===== config.mk =====
export PLATFORM = sky130hd
export DESIGN_NAME = hkm_ram
export DESIGN_NICKNAME = d
export VERILOG_FILES = /design/src/hkm_ram.sv
export SDC_FILE = /design/constraint.sdc
export NUM_CORES = 1
export LEC_CHECK = 0
export BUFFER_PORTS_ARGS = -buffer_cell sky130_fd_sc_hd__buf_2
export CORE_MARGIN = 2
export CORE_UTILIZATION = 31
export DETAILED_ROUTE_END_ITERATION = 8
export GPL_TIMING_DRIVEN = 1
export PLACE_DENSITY = 0.45
export SLEW_MARGIN = 5
export SYNTH_ARGS = -nofsm -noshare
export SYNTH_HDL_FRONTEND = slang
export SYNTH_SLANG_ARGS = --single-unit

===== constraint.sdc =====
create_clock -name clk -period 2.3 [get_ports clk]
set_clock_uncertainty 0.15 [all_clocks]
set_input_delay 0.23 -clock clk [delete_from_list [all_inputs] [get_ports clk]]
set_output_delay 0.23 -clock clk [all_outputs]
set_load 0.1 [all_outputs]

===== src/hkm_ram.sv =====
module hkm_ram #(
  parameter int Width = 8,
  parameter int Depth = 16
) (
  input  logic                     clk,
  input  logic                     we,
  input  logic [$clog2(Depth)-1:0] waddr,
  input  logic [Width-1:0]         wdata,
  input  logic [$clog2(Depth)-1:0] raddr,
  output logic [Width-1:0]         rdata
);
  logic [Width-1:0] mem [Depth];
  always_ff @(posedge clk) begin
    if (we) begin
      mem[waddr] <= wdata;
    end
    rdata <= mem[raddr];
  end
endmodule


* After elaboration in Yosys (flattened, before gate mapping)
Memories as Yosys holds them, arrays and structs flattened. A register that Yosys moved wholly into a read port is not among the register bits. Index checks and enable logic that the tools add are counted.
Word-level totals: register bits after elaboration 0, RAM bits 128, input bits 18, memories kept 1, output and inout bits 8
Memories:
- mem | depth 16, bits a word 8, read ports 1, clocked after Yosys merged registers in 1, write ports 1, line 12 | logic [Width-1:0] mem [Depth];
Cells by class: muxes and demuxes 2
Operators by type and width (number):
- 2-to-1 mux 1 bit | 2

* Depth between registers and ports, before layout
word-level depth 2, gate-level depth with buffers 5, mapped depth without buffers 3

* Worst setup path after synthesis
No wires, ideal clock.
path kind input -> register, start input port waddr[2], end memory mem[0][0], enable pin, setup slack 0.427 ns, setup time 0.383 ns, arrival 1.340 ns, data required time 1.767 ns, stages 2, cell sequence or3b_2 nor3_1
RTL lines:
- start: declaration | line 7 | input logic [$clog2(Depth)-1:0] waddr,
- end: declaration | line 12
No word-level cell before the write port.

* Worst setup path in the final report
start register rdata[0] (read register of mem), end output port rdata[0]
RTL lines:
- start: declaration | line 10 | output logic [Width-1:0] rdata
No word-level cell between the ends.

==> impl_metrics.env <==
export IMPL_status="finished, final reports clean"
export IMPL_gp_congestion=0.689
export IMPL_criticalPathCategory="reg -> out"
export IMPL_slew_headroom=0.666
export IMPL_cts_sinks=136
export IMPL_syn_nets=247
export IMPL_nets=302
export IMPL_postCtsSetupBuffers=0
export IMPL_yosysTopAreaCellShare=0.747
export IMPL_drt_iter0_markers=222
export IMPL_synthTopCellsByArea="edfxtp_1 (75%), mux4_2 (7.9%), mux4_1 (7.1%), dfxtp_1 (3.1%), a22oi_1 (2.3%)"
export IMPL_coreArea_um2=16400
export IMPL_cts_buffers_inserted=17
export IMPL_async_flop_share=0
export IMPL_fillers=1458
export IMPL_syn_avg_cell_area_um2=22.5
export IMPL_path_buf_inv=1
export IMPL_path_max_fanout=1
export IMPL_syn_inst=229
export IMPL_yosysSeqAreaShare=0.778
export IMPL_hold_violations=0
export IMPL_track_usage=0.135
export IMPL_syn_to_final_growth_pct=21.7
export IMPL_p_int_mw=4.70
export IMPL_synth_most_common_cell="edfxtp_1"
export IMPL_layout_drive_gt1_share=0.316
export IMPL_cp_data_required_time_ns=1.92
export IMPL_ys_flop_type="edfxtp_1"
export IMPL_path_clk_slew_ns=0.05
export IMPL_cp_top_family="buffers and inverters"
export IMPL_dr_pass1_iters=4
export IMPL_power_density_nw_per_um2=946
export IMPL_grt_pass1_vias=2614
export IMPL_grt_first_pass_wirelength_um=16600
export IMPL_leakagePower_nw=2.12
export IMPL_setup_viol=0
export IMPL_end_kind="output pin"
export IMPL_synth_top_area_cell="edfxtp_1"
export IMPL_synthTopCellsByCount="edfxtp_1 (128), mux4_2 (18), a22oi_1 (16)"
export IMPL_synthesis_area_um2=5150
export IMPL_io_buffers=25
export IMPL_die_w_um=133
export IMPL_finish_instance_area_um2=6270
export IMPL_ys_warn_count=0
export IMPL_std_cell_rows=47
export IMPL_grt_max_degree=25
export IMPL_p_switching_mw=1.23
export IMPL_hold_buffers=0
export IMPL_hpwl_um=6960
export IMPL_swShare=0.207
export IMPL_grt_antenna_before_repair=0
export IMPL_power_frac_comb=0.064
export IMPL_clock_power_share=0.465
export IMPL_irDropWorstVdd_mv=0.530
export IMPL_root_buffer="clkbuf_16"
export IMPL_min_path_type="in -> reg"
export IMPL_final_min_clock_period_ns=1.63
export IMPL_dpl_instance_area_um2=5660
export IMPL_cp_data_arrival_time_ns=1.25
export IMPL_overflow=0
export IMPL_dieArea_um2=17700
export IMPL_cts_resized=0
export IMPL_die_y_um=133
export IMPL_synth_cell_type_count=19
export IMPL_cp_slowest_cell="buf_2"
export IMPL_fmax_ghz=0.612
export IMPL_rsz0062_at_grt="false"
export IMPL_slowest_delay_ns=0.46
export IMPL_worst_pin_slew_ns=0.504
export IMPL_cp_cell_sequence="buf_2"
export IMPL_clock_path_buffers=2
export IMPL_wl_per_cell_um=21.0
export IMPL_cap_viol_max_count=0
export IMPL_io_pins=26
export IMPL_synth_edf_count=128
export IMPL_diodes=0
export IMPL_ys_seq_elements=136
export IMPL_start_util=0.314
export IMPL_vias=2401
export IMPL_clk_latency_ns=0.42
export IMPL_drcViolationCount=0
export IMPL_maxSlewViolCount=0
export IMPL_p_seq_frac=0.470
export IMPL_cts_tree="built"
export IMPL_ant_nets=0
export IMPL_finalSetupTns_ns=0
export IMPL_cts_htree_levels=4
export IMPL_vias_per_cell=4.64
export IMPL_wirelength_um=10800
export IMPL_startpoint_type="register"
export IMPL_fin_crit_sh=0.710
## power groups by stage
stage / clock [mW] / combinational, mW / sequential, mW
after global routing: 2.92 / 0.409 / 2.79
final: 2.76 / 0.382 / 2.79
after global placement: 0 / 0.389 / 2.84
after CTS: 2.83 / 0.393 / 2.79
after detailed placement: 0 / 0.392 / 2.84
after floorplan: 0 / 0.141 / 2.95
## cells by family (layout without fill, tap and decap cells)
kind of cell | after synthesis | count (layout) | share of synthesized area
buffers and inverters | 10 | 78 | 0.0168
AOI/OAI and AO/OA | 16 | 16 | 0.0233
DFF | 136 | 136 | 0.778
and+or+nand+nor | 35 | 35 | 0.0318
muxes | 32 | 32 | 0.150
## sequential cells by signal (all words and copies together) (netlist names)
signal,count
mem,128
rdata,8
## worst paths after layout
check / startpoint / to / slack (ns) / cells after the start
max reg2reg: mem[1][0]$_DFFE_PP_ / rdata[0]$_DFF_P_ / 0.74 / 3
min: wdata[5] / mem[6][5]$_DFFE_PP_ / 0.04 / 1
max: rdata[0]$_DFF_P_ / rdata[0] / 0.67 / 1
min reg2reg: mem[12][2]$_DFFE_PP_ / rdata[2]$_DFF_P_ / 0.51 / 3
## placed cells by master, fill, tap and decap left out
cell type   count
a22oi_1        16
mux4_1         14
buf_12          3
clkbuf_1        3
clkinv_2        4
nand2_1         9
buf_4          18
mux4_2         18
buf_2          25
or3b_2          1
dfxtp_1         8
clkbuf_16      17
clkbuf_8        4
and2_1          1
clkinvlp_4      1
nand2b_1        2
and2b_1         1
nor3_1          4
nor2_1         13
nor2b_1         1
edfxtp_1      128
nand3_1         1
nand3b_1        2
bufinv_16       3
## through the flow
stage	hold slack, ns	instances	util	worst slack [ns]	total power, mW
4_1_cts	0.0272	517	0.382	0.592	6.01
6_report	0.0408	517	0.382	0.667	5.93
3_5_place_dp	0.481	485	0.345	0.407	3.23
2_1_floorplan	0.179	229	-	0.427	3.10
5_1_grt	0.0393	517	0.382	0.620	6.12
3_3_place_gp	0.480	485	0.345	0.408	3.23
## area by class of cell
| type | instances | area, um^2 | share of cell area |
|---|---|---|---|
| multi-input cells | 83 | 1060 | 0.169 |
| clock buffers | 24 | 492 | 0.0785 |
| clock inverters | 8 | 118 | 0.0188 |
| well taps | 220 | 275 | 0.0439 |
| repair buffers | 46 | 320 | 0.0511 |
| flip-flops and latches | 136 | 4000 | 0.639 |
## per-layer routing
metal,vias to the layer above,part of all wire,track usage
met2,41,0.48,0.211
li1,1086,-,-
met4,0,0.015,0.0556
met3,13,0.031,0.0429
met5,-,0,0
met1,1261,0.47,0.176
(Power assumes the default switching activity.)
